### src/hw/rtl/cfcrc_pkg.sv
package cfcrc_pkg;

  localparam logic [15:0] CRC_POLY = 16'h8005;
  localparam int unsigned BYTE_W = 8;
  localparam int unsigned MAX_RES = 3;
  localparam int unsigned RES_DEPTH = 4;
  localparam int unsigned RES_PTR_W = $clog2(RES_DEPTH);
  localparam int unsigned RES_CNT_W = $clog2(RES_DEPTH + 1);

  localparam logic MODE_TX = 1'b0;
  localparam logic MODE_CHK = 1'b1;

  localparam logic [1:0] ST_OK = 2'd0;
  localparam logic [1:0] ST_BAD_CRC = 2'd1;
  localparam logic [1:0] ST_SHORT = 2'd2;

  typedef struct packed {
    logic       mode;
    logic [7:0] byte_in;
    logic       last_in;
  } in_word_t;

  typedef struct packed {
    logic [7:0] byte_out;
    logic       is_status;
    logic [1:0] status_code;
    logic       last_out;
  } out_word_t;

  typedef struct packed {
    logic has_room;
    logic not_empty;
  } fifo_stat_t;

  // Feed one byte, LSB first, into a left-shifting CRC register.
  function automatic logic [15:0] crc_feed(input logic [15:0] crc, input logic [7:0] b);
    logic [15:0] c;
    logic        fb;
    c = crc;
    for (int i = 0; i < BYTE_W; i++) begin
      fb = b[i] ^ c[15];
      c = {c[14:0], 1'b0};
      if (fb) begin
        c = c ^ CRC_POLY;
      end
    end
    return c;
  endfunction

endpackage

### src/hw/rtl/cfcrc_res_fifo.sv
module cfcrc_res_fifo
  import cfcrc_pkg::*;
(
  input  logic             clk,
  input  logic             rst_n,
  input  logic [1:0]       push_cnt,
  input  out_word_t        push_word [MAX_RES],
  input  logic             pop,
  output out_word_t        head_word,
  output fifo_stat_t       stat
);

  out_word_t               mem_r [RES_DEPTH];
  logic [RES_PTR_W-1:0]    wr_ptr_r, wr_ptr_nxt;
  logic [RES_PTR_W-1:0]    rd_ptr_r, rd_ptr_nxt;
  logic [RES_CNT_W-1:0]    cnt_r, cnt_nxt;

  assign wr_ptr_nxt = wr_ptr_r + RES_PTR_W'(push_cnt);
  assign rd_ptr_nxt = rd_ptr_r + RES_PTR_W'(pop);
  assign cnt_nxt    = cnt_r + RES_CNT_W'(push_cnt) - RES_CNT_W'(pop);

  assign head_word      = mem_r[rd_ptr_r];
  assign stat.not_empty = (cnt_r != '0);
  // Leave room for the largest burst one word can cause.
  assign stat.has_room  = (cnt_r <= RES_CNT_W'(RES_DEPTH - MAX_RES));

  always_ff @(posedge clk) begin
    if (!rst_n) begin
      wr_ptr_r <= '0;
      rd_ptr_r <= '0;
      cnt_r    <= '0;
    end else begin
      wr_ptr_r <= wr_ptr_nxt;
      rd_ptr_r <= rd_ptr_nxt;
      cnt_r    <= cnt_nxt;
    end
  end

  always_ff @(posedge clk) begin
    for (int i = 0; i < RES_DEPTH; i++) begin
      logic [RES_PTR_W-1:0] rel;
      rel = RES_PTR_W'(i) - wr_ptr_r;
      if (2'(rel) < push_cnt) begin
        mem_r[i] <= push_word[2'(rel)];
      end
    end
  end

endmodule

### src/hw/rtl/command_frame_crc16_framer_core.sv
// Results: each result word enters the result queue when its input word is accepted.
// Throughput: one input word per cycle; a transmit last byte yields three result words
// that drain one per cycle, while out_stall is low, from a four-entry result queue, and
// input stalls while the queue has fewer than three free entries.
// Reset: synchronous, active low; clears the CRC, the check delay line, the byte count
// and the result queue.
module command_frame_crc16_framer_core
  import cfcrc_pkg::*;
(
  input  logic      clk,
  input  logic      rst_n,
  input  logic      in_valid,
  output logic      in_stall,
  input  in_word_t  in_word,
  output logic      out_valid,
  input  logic      out_stall,
  output out_word_t out_word
);

  // Running CRC and check-mode delay line (entry 0 older).
  logic [15:0] crc_r, crc_nxt;
  logic [7:0]  held0_r, held0_nxt;
  logic [7:0]  held1_r, held1_nxt;
  logic [1:0]  seen_r, seen_nxt;

  logic        in_acc;
  logic        out_pop;
  logic [15:0] crc_in;
  logic [15:0] crc_held;
  logic [1:0]  push_cnt;
  out_word_t   push_word [MAX_RES];
  fifo_stat_t  fifo_stat;
  logic [1:0]  code;

  assign in_acc   = in_valid && !in_stall;
  assign in_stall = !fifo_stat.has_room;
  assign out_pop  = out_valid && !out_stall;
  assign out_valid = fifo_stat.not_empty;

  // Two CRC updates in parallel: the incoming byte (transmit) and the oldest
  // held byte (check mode).
  assign crc_in   = crc_feed(crc_r, in_word.byte_in);
  assign crc_held = crc_feed(crc_r, held0_r);

  always_comb begin
    crc_nxt   = crc_r;
    held0_nxt = held0_r;
    held1_nxt = held1_r;
    seen_nxt  = seen_r;
    push_cnt  = 2'd0;
    code      = ST_OK;
    for (int i = 0; i < MAX_RES; i++) begin
      push_word[i] = '0;
    end

    if (in_acc) begin
      if (in_word.mode == MODE_TX) begin
        // Pass the byte through; on last append CRC low then high and clear.
        push_word[0].byte_out = in_word.byte_in;
        if (in_word.last_in) begin
          push_word[1].byte_out = crc_in[7:0];
          push_word[2].byte_out = crc_in[15:8];
          push_word[2].last_out = 1'b1;
          push_cnt  = 2'd3;
          crc_nxt   = '0;
          held0_nxt = '0;
          held1_nxt = '0;
          seen_nxt  = '0;
        end else begin
          push_cnt = 2'd1;
          crc_nxt  = crc_in;
        end
      end else if (!in_word.last_in) begin
        // Hold the byte back; the oldest one enters the CRC once the line is full.
        if (seen_r >= 2'd2) begin
          crc_nxt   = crc_held;
          held0_nxt = held1_r;
          held1_nxt = in_word.byte_in;
        end else begin
          if (seen_r[0]) begin
            held1_nxt = in_word.byte_in;
          end else begin
            held0_nxt = in_word.byte_in;
          end
          seen_nxt = seen_r + 2'd1;
        end
      end else begin
        // Compare the two trailing bytes against the CRC of everything before.
        if (seen_r < 2'd2) begin
          code = ST_SHORT;
        end else if ((crc_held[7:0] == held1_r) && (crc_held[15:8] == in_word.byte_in)) begin
          code = ST_OK;
        end else begin
          code = ST_BAD_CRC;
        end
        push_word[0].is_status   = 1'b1;
        push_word[0].status_code = code;
        push_word[0].last_out    = 1'b1;
        push_cnt  = 2'd1;
        crc_nxt   = '0;
        held0_nxt = '0;
        held1_nxt = '0;
        seen_nxt  = '0;
      end
    end
  end

  always_ff @(posedge clk) begin
    if (!rst_n) begin
      crc_r   <= '0;
      held0_r <= '0;
      held1_r <= '0;
      seen_r  <= '0;
    end else begin
      crc_r   <= crc_nxt;
      held0_r <= held0_nxt;
      held1_r <= held1_nxt;
      seen_r  <= seen_nxt;
    end
  end

  // Result queue decouples the output stall from input acceptance.
  cfcrc_res_fifo u_res_fifo (
    .clk       (clk),
    .rst_n     (rst_n),
    .push_cnt  (push_cnt),
    .push_word (push_word),
    .pop       (out_pop),
    .head_word (out_word),
    .stat      (fifo_stat)
  );

endmodule

### config.mk
export PLATFORM = sky130hd
export DESIGN_NAME = command_frame_crc16_framer_core
export DESIGN_NICKNAME = d
export VERILOG_FILES = /design/src/hw/rtl/cfcrc_pkg.sv /design/src/hw/rtl/cfcrc_res_fifo.sv /design/src/hw/rtl/command_frame_crc16_framer_core.sv
export SDC_FILE = /design/constraint.sdc
export NUM_CORES = 1
export LEC_CHECK = 0
export ABC_CLOCK_PERIOD_IN_PS = 7630
export BUFFER_PORTS_ARGS = -buffer_cell sky130_fd_sc_hd__buf_4
export CAP_MARGIN = 20
export CORE_ASPECT_RATIO = 0.8
export CORE_MARGIN = 2
export CORE_UTILIZATION = 67
export DETAILED_ROUTE_END_ITERATION = 6
export PLACE_DENSITY = 0.86
export SLEW_MARGIN = 20
export SYNTH_ARGS = -nofsm -noshare
export SYNTH_HDL_FRONTEND = slang
export SYNTH_SLANG_ARGS = --single-unit
### constraint.sdc
create_clock -name clk -period 7.63 [get_ports clk]
set_clock_uncertainty 0.05 [all_clocks]
set_input_delay 1.1445 -clock clk [delete_from_list [all_inputs] [get_ports clk]]
set_output_delay 1.1445 -clock clk [all_outputs]
set_load 0.1 [all_outputs]
==> results of run 1 <==
[sequential cells by signal, indices dropped and copies added, names as in the netlist]
name	count
held1_r	8
u_res_fifo.cnt_r	3
u_res_fifo.wr_ptr_r	2
u_res_fifo.rd_ptr_r	2
crc_r	16
seen_r	2
held0_r	8
u_res_fifo.mem_r	48
[synthesized netlist by cell type (all sizes together) (4+ instances only)]
master  instances
a21boi          5
a21oi          29
a221oi          4
a32o            4
dfxtp          41
edfxtp         48
nor3           13
mux2i          20
buf             8
nand2          43
and3           12
inv            16
o21ai          19
nand3          12
nor2b          32
or3             4
a22oi          18
xnor2          53
clkbuf         30
o22a            4
nor2           41
mux4           12
xor2           16
and2            6
o22ai           4
ha             12
[placed cells by master (no fill, tap or decap), types with 3 or more instances in the layout]
master and count:
a21boi_0 5, o22a_1 4, xnor2_1 49, mux2i_1 20, xor2_1 15, o22ai_1 4
o31ai_1 3, nand4_1 3, o21ai_0 18, a221oi_1 4, clkbuf_8 9, or3_1 4
a21oi_1 26, a22oi_1 18, and3_1 11, nor2_1 39, inv_1 16, dfxtp_1 41
buf_4 31, and2_1 6, nor2b_1 32, nand2_1 43, ha_1 12, nand3_1 12
o211ai_1 3, edfxtp_1 48, xnor2_2 4, a21o_1 3, nor3_1 13, mux4_2 12
a21oi_2 3, a32o_1 4
[per-layer routing]
layer  GRT usage [%]  wire length (um)
met1            44.1              5400
met2            48.4              6260
met3            7.69              1390
met4            11.8               378
met5               0                 0
[critical path, cell delays in order]
cell	delay, ns
buf_4	0.08
or3b_2	0.54
nor2_1	0.66
nand2_1	0.40
ha_1	0.44
a21oi_2	0.64
[worst max path at each step]
| stage | cells after the start | slack, ns | to | startpoint |
|---|---|---|---|---|
| floorplan | 6 | 4.09 | u_res_fifo.mem_r[3][0] | in_valid |
| global placement | 6 | 3.14 | u_res_fifo.mem_r[3][8] | in_valid |
| detailed placement | 7 | 3.03 | u_res_fifo.mem_r[1][8] | in_valid |
| CTS | 7 | 3.41 | u_res_fifo.mem_r[1][5] | in_valid |
| global route | 6 | 3.51 | u_res_fifo.mem_r[3][4] | in_valid |
| finish | 6 | 3.66 | u_res_fifo.mem_r[3][6] | in_valid |
[layout make-up]
| cell class | instances | share of cell area [%] |
|---|---|---|
| clock buffers | 11 | 2.27 |
| inverters | 16 | 1.04 |
| repair buffers | 31 | 4.02 |
| multi-input cells | 396 | 50.8 |
| clock inverters | 5 | 0.561 |
| flip-flops and latches | 89 | 39.0 |
| well taps | 108 | 2.33 |
[report_power, final]
group,internal [mW],switching [mW]
sequential,0.632,0.0662
clock,0.117,0.170
combinational,0.304,0.727
total,1.05,0.963
[per-stage QoR]
| stage | hold slack [ns] | area [um^2] | setup slack [ns] | utilization, % | instances |
|---|---|---|---|---|---|
| CTS | 0.479 | 5790 | 3.41 | 73.2 | 656 |
| finish | 0.475 | 5800 | 3.66 | 73.3 | 656 |
| floorplan | 0.427 | 5440 | 4.09 | - | 539 |
| detailed placement | 0.466 | 5630 | 3.03 | 71.1 | 640 |
| global route | 0.499 | 5800 | 3.51 | 73.3 | 656 |
| global placement | 0.435 | 5610 | 3.14 | 71.0 | 639 |
[cells by family after synthesis]
| logic type | after synthesis | share of synthesized area [%] |
|---|---|---|
| and+or+nand+nor | 174 | 15.7 |
| AOI/OAI and AO/OA | 104 | 12.8 |
| DFF | 89 | 41.6 |
| xor gates and xnor gates | 73 | 13.5 |
| buffers and inverters | 54 | 4.60 |
| muxes | 32 | 8.64 |
| adders and majority gates | 13 | 3.13 |
==> summary.md, run 1 <==
| Metric | Value |
|---|---|
| Outcome | `complete, no violations` |
| DRC Markers | `0` |
| CTS Buf Count | `9` |
| Fraction of layout cells with a size suffix above 1 | `13.1%` |
| Via/cell ratio | `6.61` |
| Worst-Margin Slew | `1.04 ns` |
| Synth Flop Type | `edfxtp_1` |
| Detailed-placement wirelength estimate | `9.59 mm` |
| Register Area | `0.00226 mm^2` |
| CTS Sinks | `89` |
| Max-cap violations | `0` |
| Initial drt markers | `535` |
| Global placement routability congestion | `1.03` |
| Slew Limit Fails | `0` |
| First-pass GRT wire length | `21.7 mm` |
| CTS tree | `yes` |
| Max VDD drop | `0.307 mV` |
| Startpoint Class | `input pin` |
| Post-cts hold buffer count | `0` |
| Critical path class | `input pin to flip-flop` |
| Syn_area_per_cell | `10.1 um^2` |
| Final hold violations | `0` |
| Hold path depth | `2` |
| Power Density | `348 mW/mm^2` |
| Pre-Repair DR Iteration Count | `6` |
| DIE WIDTH | `105 um` |
| Synthesis-stage register bit count | `89` |
| Total leakage power | `2.06 nW` |
| Worst-path fanout max | `13` |
| Period utilization | `52.0%` |
| Multi-input gate area | `0.00294 mm^2` |
| Hold Crit Endpoint | `crc_r[1]` |
| Clk pin slew, worst setup/hold paths | `0.09 ns` |
| Worst hold path class | `flip-flop to flip-flop` |
| Area leader, netlist | `edfxtp_1` |
| Overall routed net length | `13.4 mm` |
| EDFF count, synth | `48` |
| Final setup fails | `0` |
| Setup TNS | `0 ns` |
| Largest net degree at the start of global routing | `43` |
| Syn Inst Count | `539` |
| Clock Tree Buf Depth | `2` |
| R2R cell count | `5` |
| Flop2flop setup slack | `4.13 ns` |
| Post-route ant nets | `0` |
| Number of global-route vias before repair | `4098` |
| Worst R2R End | `u_res_fifo.mem_r[3][6]` |
| Mapped Area | `0.00544 mm^2` |
| Total GRT Usage | `31.6%` |
| Fmax | `252 MHz` |
| Diode count | `0` |
| Post-synthesis net count | `566` |
| GR Overflow Total | `0` |
| Worst Path Required | `7.58 ns` |
| YS warnings | `0` |
| Post-synth top area share | `26.5%` |
| Nets | `570` |
| Area grow syn2layout | `6.46%` |
| CTS-repair resized insts | `0` |
| WL per Instance | `20.5 um` |
| Via count | `4335` |
| Postcts setup bufs | `0` |
| Final Critical Period | `3.97 ns` |
| RSZ-0062 raised after global routing | `no` |
| Clk_lat worst skew | `0.37 ns` |
| Starting Density | `68.8%` |
| Largest cells by area after synthesis | `edfxtp_1 26%, dfxtp_1 15%, xnor2_1 7.9%` |
| Rows | `29` |
| Die H | `84.6 um` |
| Fillers | `557` |
| Port buffer count | `27` |
| DIE AREA | `0.00887 mm^2` |
| H-tree levels | `3` |
| Post-synth cell types | `56` |
| FF-to-FF Start | `u_res_fifo.cnt_r[1]` |
| Core ar. | `0.00791 mm^2` |
| Relative slew margins | `30.4%` |
| Worst setup EP type | `flip-flop` |
| Crit path DAT | `3.92 ns` |
| Clock root buffer | `clkbuf_8` |
| Initial antenna violation count | `0` |
| Total power | `2.02 mW` |
| Hold path startpoint | `crc_r[1]` |
| Sequential area share after synthesis | `41.6%` |
| I/O pin cnt | `28` |
| Asr flop ratio synth | `0%` |
(Power assumes the default switching activity.)
==> run 2, diff against run 1 <==
ABC_CLOCK_PERIOD_IN_PS = 4110   (was 7630)
CORE_UTILIZATION = 62   (was 67)
PLACE_DENSITY = 0.81   (was 0.86)
clock period = 4.11 ns   (was 7.63 ns; I/O delays follow)
==> run 2 against run 1 <==
Against the previous run:
- sequential power rose by 83%
- first-iteration DRC count fell by 48%
- global-route usage is 1.8 points lower
- via count shrank 4.1%
- non-clock buffer count rose by 5
- hold slack better by 0.017 ns
- register-to-register slack worse by 3.0 ns
- combinational power rose by 86%
- clock power up 130%
- sequential share of layout area decreased by 0.54 points
- core utilization shrank 4.3 points
- critical endpoint is now u_res_fifo.cnt_r[2]
==> summary.md, run 2 (synthesized netlist as in run 1, its figures left out) <==
| Metric | Value |
|---|---|
| Number of flip-flops in the largest register | `48 (unchanged)` |
| Worst setup EP type | `flip-flop` |
| DRC Markers | `0 (unchanged)` |
| Most common cell after layout, fill and taps aside | `xnor2_1` |
| Post-route ant nets | `0 (unchanged)` |
| Pre-Repair DR Iteration Count | `5 (-1)` |
| Clk pin slew, worst setup/hold paths | `0.08 ns (about the same)` |
| Flop2flop setup slack | `1.12 ns (-3.01 ns)` |
| Final Critical Period | `2.99 ns` |
| Sw Pwr | `1.75 mW (+82%)` |
| Rows | `30 (+3.4%)` |
| CTS-repair resized insts | `0 (unchanged)` |
| Worst-path fanout max | `13 (unchanged)` |
| Max VDD drop | `0.593 mV (+93%)` |
| Part of the power in the clock network | `17.0% (+2.7 points)` |
| Clock root buffer | `clkbuf_8` |
| Register with the most flip-flops | `u_res_fifo.mem_r` |
| Hold path startpoint | `seen_r[0]` |
| Clock Tree Buf Depth | `2 (unchanged)` |
| Post-cts hold buffer count | `0 (unchanged)` |
| Crit path DAT | `3.20 ns (-0.72 ns)` |
| Max-cap violations | `0 (unchanged)` |
| Core ar. | `0.00852 mm^2 (+7.7%)` |
| CTS Sinks | `89 (unchanged)` |
| Finished Layout Cells | `665 (+1.4%)` |
| Total GRT Usage | `29.8% (-1.8 points)` |
| Period utilization | `72.7%` |
| Fillers | `654 (+17%)` |
| Final hold violations | `0 (unchanged)` |
| Critical path class | `flip-flop to flip-flop` |
| FF-to-FF Start | `u_res_fifo.cnt_r[2]` |
| Global placement routability congestion | `0.902 (-13%)` |
| Postcts setup bufs | `0 (unchanged)` |
| Number of global-route vias before repair | `4094 (-0.098%)` |
| Initial antenna violation count | `0 (unchanged)` |
| Worst Path Required | `4.33 ns (-3.25 ns)` |
| Most frequent cells in the layout | `49 x xnor2_1, 48 x edfxtp_1, 43 x nand2_1` |
| Via count | `4156 (-4.1%)` |
| Top flop regs | `u_res_fifo.mem_r x48, crc_r x16` |
| Fmax | `335 MHz` |
| Startpoint Class | `flip-flop` |
| Final Util | `69.0% (-4.3 points)` |
| DIE WIDTH | `109 um (+3.8%)` |
| RSZ-0062 raised after global routing | `no` |
| H-tree levels | `3 (unchanged)` |
| Diode count | `0 (unchanged)` |
| CTS Buf Count | `9 (unchanged)` |
| Setup slack after layout | `1.12 ns (-2.54 ns)` |
| Die H | `87.8 um (+3.8%)` |
| Sequential power share | `33.3% (-1.3 points)` |
| Largest net degree at the start of global routing | `43 (unchanged)` |
| Power Density | `657 mW/mm^2 (+89%)` |
| I/O pin cnt | `28 (unchanged)` |
| GR Overflow Total | `0 (unchanged)` |
| Starting Density | `63.9% (-4.9 points)` |
| Final setup fails | `0 (unchanged)` |
| Share of total power in combinational logic | `49.7% (-1.4 points)` |
| Outcome | `complete, no violations` |
| Via/cell ratio | `6.25 (-5.4%)` |
| DIE AREA | `0.00955 mm^2 (+7.7%)` |
| Relative slew margins | `41.8% (+11 points)` |
| Port buffer count | `27 (unchanged)` |
| Overall routed net length | `13.0 mm (-3.5%)` |
| Total leakage power | `2.12 nW (+2.7%)` |
| Placed Cells | `649 (+1.4%)` |
| Worst-Margin Slew | `0.872 ns (-0.163 ns)` |
| CTS tree | `yes` |
| Pint | `2.11 mW (+100%)` |
| WL per Instance | `19.5 um (-4.8%)` |
| First-pass GRT wire length | `21.3 mm (-1.8%)` |
| Worst hold path class | `flip-flop to flip-flop` |
| Initial drt markers | `279 (-48%)` |
| Pre-CTS setup slack | `0.932 ns (-2.09 ns)` |
| Setup TNS | `0 ns (unchanged)` |
| Total power | `3.86 mW (+92%)` |
| Slew Limit Fails | `0 (unchanged)` |
| Nets | `575 (+0.88%)` |
| CP startpoint | `u_res_fifo.cnt_r[2]` |
| Clk_lat worst skew | `0.37 ns (about the same)` |
| Fraction of layout cells with a size suffix above 1 | `13.2% (+0.062 points)` |
| Detailed-placement wirelength estimate | `9.32 mm (-2.8%)` |
| Area grow syn2layout | `7.95%` |
| Switching part of the total | `45.4% (-2.4 points)` |
[run 2: changes by cell type in the layout (fill, tap and decap cells not counted)]
| cell | before | now |
|---|---|---|
| buf_4 | 31 | 36 |
| a21oi_1 | 26 | 28 |
| a21oi_2 | 3 | 1 |
| bufinv_16 | 0 | 2 |
| clkinvlp_4 | 2 | 0 |
| clkbuf_1 | 2 | 3 |
| clkbuf_8 | 9 | 10 |
| clkinv_2 | 1 | 0 |
| clkinv_4 | 1 | 0 |
| nor2_1 | 39 | 40 |
| nor2_2 | 2 | 1 |
[run 2: final cells by class]
class / instances / area [um^2] / share of cell area (%)
inverter: 16 / 60.1 / 1.02
sequential: 89 / 2260 / 38.5
multi-input combinational: 396 / 2930 / 49.9
timing repair buffer: 36 / 270 / 4.60
tap: 112 / 140 / 2.38
clock inverter: 3 / 63.8 / 1.09
clock buffer: 13 / 149 / 2.53
[run 2: final timing paths]
kind | endpoint | cells after the start
max | u_res_fifo.cnt_r[2] | 9
min | seen_r[0] | 2
max reg2reg | u_res_fifo.cnt_r[2] | 9
min reg2reg | seen_r[0] | 2
[run 2: layer usage]
| metal | global-route usage (%) | part of all wire, % | vias up |
|---|---|---|---|
| li1 | - | - | 1941 |
| met1 | 41.8 | 42 | 2004 |
| met2 | 47.2 | 48 | 184 |
| met3 | 5.65 | 7.9 | 27 |
| met4 | 9.91 | 2.1 | 0 |
| met5 | 0 | 0 | - |
[run 2: power groups by stage]
stage	Combinational, mW	Sequential [mW]	Clock (mW)
floorplan	1.55	1.25	0
global placement	1.87	1.29	0
detailed placement	1.89	1.31	0
CTS	1.92	1.29	0.664
global route	2.03	1.31	0.698
finish	1.92	1.28	0.656
[run 2: stage by stage]
step	hold WS [ns]	cell area, um^2
5_1_grt	0.508	5880
3_3_place_gp	0.443	5660
6_report	0.492	5880
4_1_cts	0.472	5880
2_1_floorplan	0.427	5440
3_5_place_dp	0.461	5660
[run 2: worst max-delay path: stages (launching register included)]
cell     delay, ns
dfxtp_1       0.37
or3b_2        0.55
nor2_1        0.13
buf_4         0.21
nand2_1       0.24
ha_1          0.40
fa_1          0.47
xor2_1        0.17
xnor2_1       0.13
and2_1        0.15
==> run 3, diff against run 2 <==
ABC_CLOCK_PERIOD_IN_PS = 3100   (was 4110)
clock period = 3.1 ns   (was 4.11 ns; I/O delays follow)
==> run 3 against run 2 <==
Against the previous run:
- sequential share of layout area is 0.31 points lower
- sequential power up 30%
- clock-buffer cell count down 4
- non-clock buffer count grew 9
- via count rose by 2.0%
- register-to-register slack got worse by 0.65 ns
- hold slack worse by 0.095 ns
- final cell count grew 1.4%
- clock power rose by 23%
- critical path type unchanged
- critical endpoint is now u_res_fifo.mem_r[2][1]
- largest cell class unchanged
==> summary.md, run 3 (synthesized netlist as in run 1, its figures left out) <==
| Metric | Value |
|---|---|
| Outcome | `complete, no violations` |
| Total leakage power | `2.15 nW (+1.7%)` |
| CTS Sinks | `89 (unchanged)` |
| Clk_lat worst skew | `0.37 ns (about the same)` |
| Total power | `5.09 mW (+32%)` |
| Register Area | `0.00226 mm^2 (unchanged)` |
| Final Util | `69.5% (+0.56 points)` |
| CTS-repair resized insts | `0 (unchanged)` |
| Area grow syn2layout | `8.83%` |
| Initial drt markers | `366 (+31%)` |
| Global placement routability congestion | `0.928 (+2.8%)` |
| DIE AREA | `0.00955 mm^2 (unchanged)` |
| Postcts setup bufs | `0 (unchanged)` |
| DRC Markers | `0 (unchanged)` |
| Max-cap violations | `0 (unchanged)` |
| Via/cell ratio | `6.29 (+0.66%)` |
| Fillers | `666 (+1.8%)` |
| Number of global-route vias before repair | `4156 (+1.5%)` |
| I/O pin cnt | `28 (unchanged)` |
| Startpoint Class | `flip-flop` |
| Worst setup EP type | `flip-flop` |
| Post-cts hold buffer count | `0 (unchanged)` |
| Fraction of layout cells with a size suffix above 1 | `15.1% (+1.9 points)` |
| CTS Buf Count | `9 (unchanged)` |
| Pre-CTS setup slack | `0.418 ns (-0.514 ns)` |
| GR Overflow Total | `0 (unchanged)` |
| Setup TNS | `0 ns (unchanged)` |
| Clk pin slew, worst setup/hold paths | `0.09 ns (about the same)` |
| Post-route ant nets | `0 (unchanged)` |
| Critical path class | `flip-flop to flip-flop` |
| Rows | `30 (unchanged)` |
| Worst-Margin Slew | `0.766 ns (-0.106 ns)` |
| Initial antenna violation count | `0 (unchanged)` |
| Worst hold path class | `input pin to flip-flop` |
| Final setup fails | `0 (unchanged)` |
| Via count | `4240 (+2.0%)` |
| Period utilization | `84.7% (+12 points)` |
| RSZ-0062 raised after global routing | `no` |
| Top flop regs | `u_res_fifo.mem_r x48, crc_r x16` |
| Diode count | `0 (unchanged)` |
| Cell Area, Placed | `0.00573 mm^2 (+1.2%)` |
| Relative slew margins | `48.6% (+6.8 points)` |
| WL per Instance | `19.7 um (+1.1%)` |
| Cell at the slowest stage of the critical path | `xor3_2` |
| Core ar. | `0.00852 mm^2 (unchanged)` |
| Largest net degree at the start of global routing | `42 (-2.3%)` |
| Setup slack after layout | `0.474 ns (-0.648 ns)` |
| Placed Cells | `658 (+1.4%)` |
| Crit path max-delay family | `XOR/XNOR gates` |
| Overall routed net length | `13.3 mm (+2.4%)` |
| Power Density | `859 mW/mm^2 (+31%)` |
| Final hold violations | `0 (unchanged)` |
| Buf/Inv on CP | `0 (-1)` |
| Number of flip-flops in the largest register | `48 (unchanged)` |
| Die H | `87.8 um (unchanged)` |
| First-pass GRT wire length | `21.5 mm (+0.75%)` |
| Most frequent cells in the layout | `49 x xnor2_1, 48 x edfxtp_1, 45 x buf_4` |
| Starting Density | `63.9% (unchanged)` |
| Most common cell after layout, fill and taps aside | `xnor2_1` |
| Clock root buffer | `clkbuf_8` |
| Port buffer count | `27 (unchanged)` |
| DIE WIDTH | `109 um (unchanged)` |
| CP max stage delay | `0.56 ns (about the same)` |
| Critical-path cell list | `xnor2_1 > xnor2_2 > xor3_2 > mux2i_1 > o311ai_2 > nor2_1` |
| Fmax | `381 MHz (+14%)` |
| Nets | `584 (+1.6%)` |
| Register with the most flip-flops | `u_res_fifo.mem_r` |
| Hold WS | `0.397 ns (-0.0953 ns)` |
| Total GRT Usage | `29.8% (about the same)` |
| H-tree levels | `3 (unchanged)` |
| Final Critical Period | `2.63 ns (-0.362 ns)` |
| Slew Limit Fails | `0 (unchanged)` |
| CTS tree | `yes` |
| Worst Path Required | `3.17 ns (-1.16 ns)` |
| Pre-Repair DR Iteration Count | `6 (+1)` |
| Multi-input gate area | `0.00293 mm^2 (unchanged)` |
| Detailed-placement wirelength estimate | `9.53 mm (+2.2%)` |
| Worst-path fanout max | `5 (-8)` |
| Clock Tree Buf Depth | `2 (unchanged)` |
| Crit path DAT | `2.70 ns (-0.50 ns)` |
| Max VDD drop | `0.806 mV (+36%)` |
| Design area | `0.00592 mm^2 (+0.81%)` |
| Finished Layout Cells | `674 (+1.4%)` |
run 3: cell types whose count changed in the layout (fill, tap and decap cells not counted), sizes merged:
cell,previous run,this run
bufinv,2,1
buf,36,45
inv,16,18
clkinvlp,0,1
clkinv,1,3
clkbuf,13,9
run 3: area by class of cell:
cell class                 count  area share, %
inverter                      16           1.01
sequential                    89           38.2
tap                          112           2.37
clock inverter                 7           1.16
timing repair buffer          45           5.70
multi-input combinational    396           49.5
clock buffer                   9           2.09
run 3: tightest hold or removal path: stages:
cell,delay [ns]
buf_4,0.13
a22oi_1,0.09
nor2b_1,0.10
run 3: report_power, final:
part	switching (mW)	internal [mW]	total, mW
clock network	0.436	0.373	0.809
logic	1.81	0.799	2.61
registers	0.118	1.55	1.67
total	2.37	2.72	5.09
run 3: path summary, 6_finish.rpt:
| kind | startpoint | endpoint | slack [ns] | depth (start not counted) |
|---|---|---|---|---|
| hold reg to reg | crc_r[1] | crc_r[1] | 0.47 | 2 |
| setup / recovery | crc_r[10] | u_res_fifo.mem_r[2][1] | 0.47 | 6 |
| setup reg to reg | crc_r[10] | u_res_fifo.mem_r[2][1] | 0.47 | 6 |
| hold / removal | in_word[8] | held1_r[7] | 0.40 | 3 |
run 3: layer usage:
layer	GRT usage [%]	share of wire, %
met1	41.2	43
met5	0	0
met2	47.5	48
met3	6.55	7.4
met4	9.56	1.5
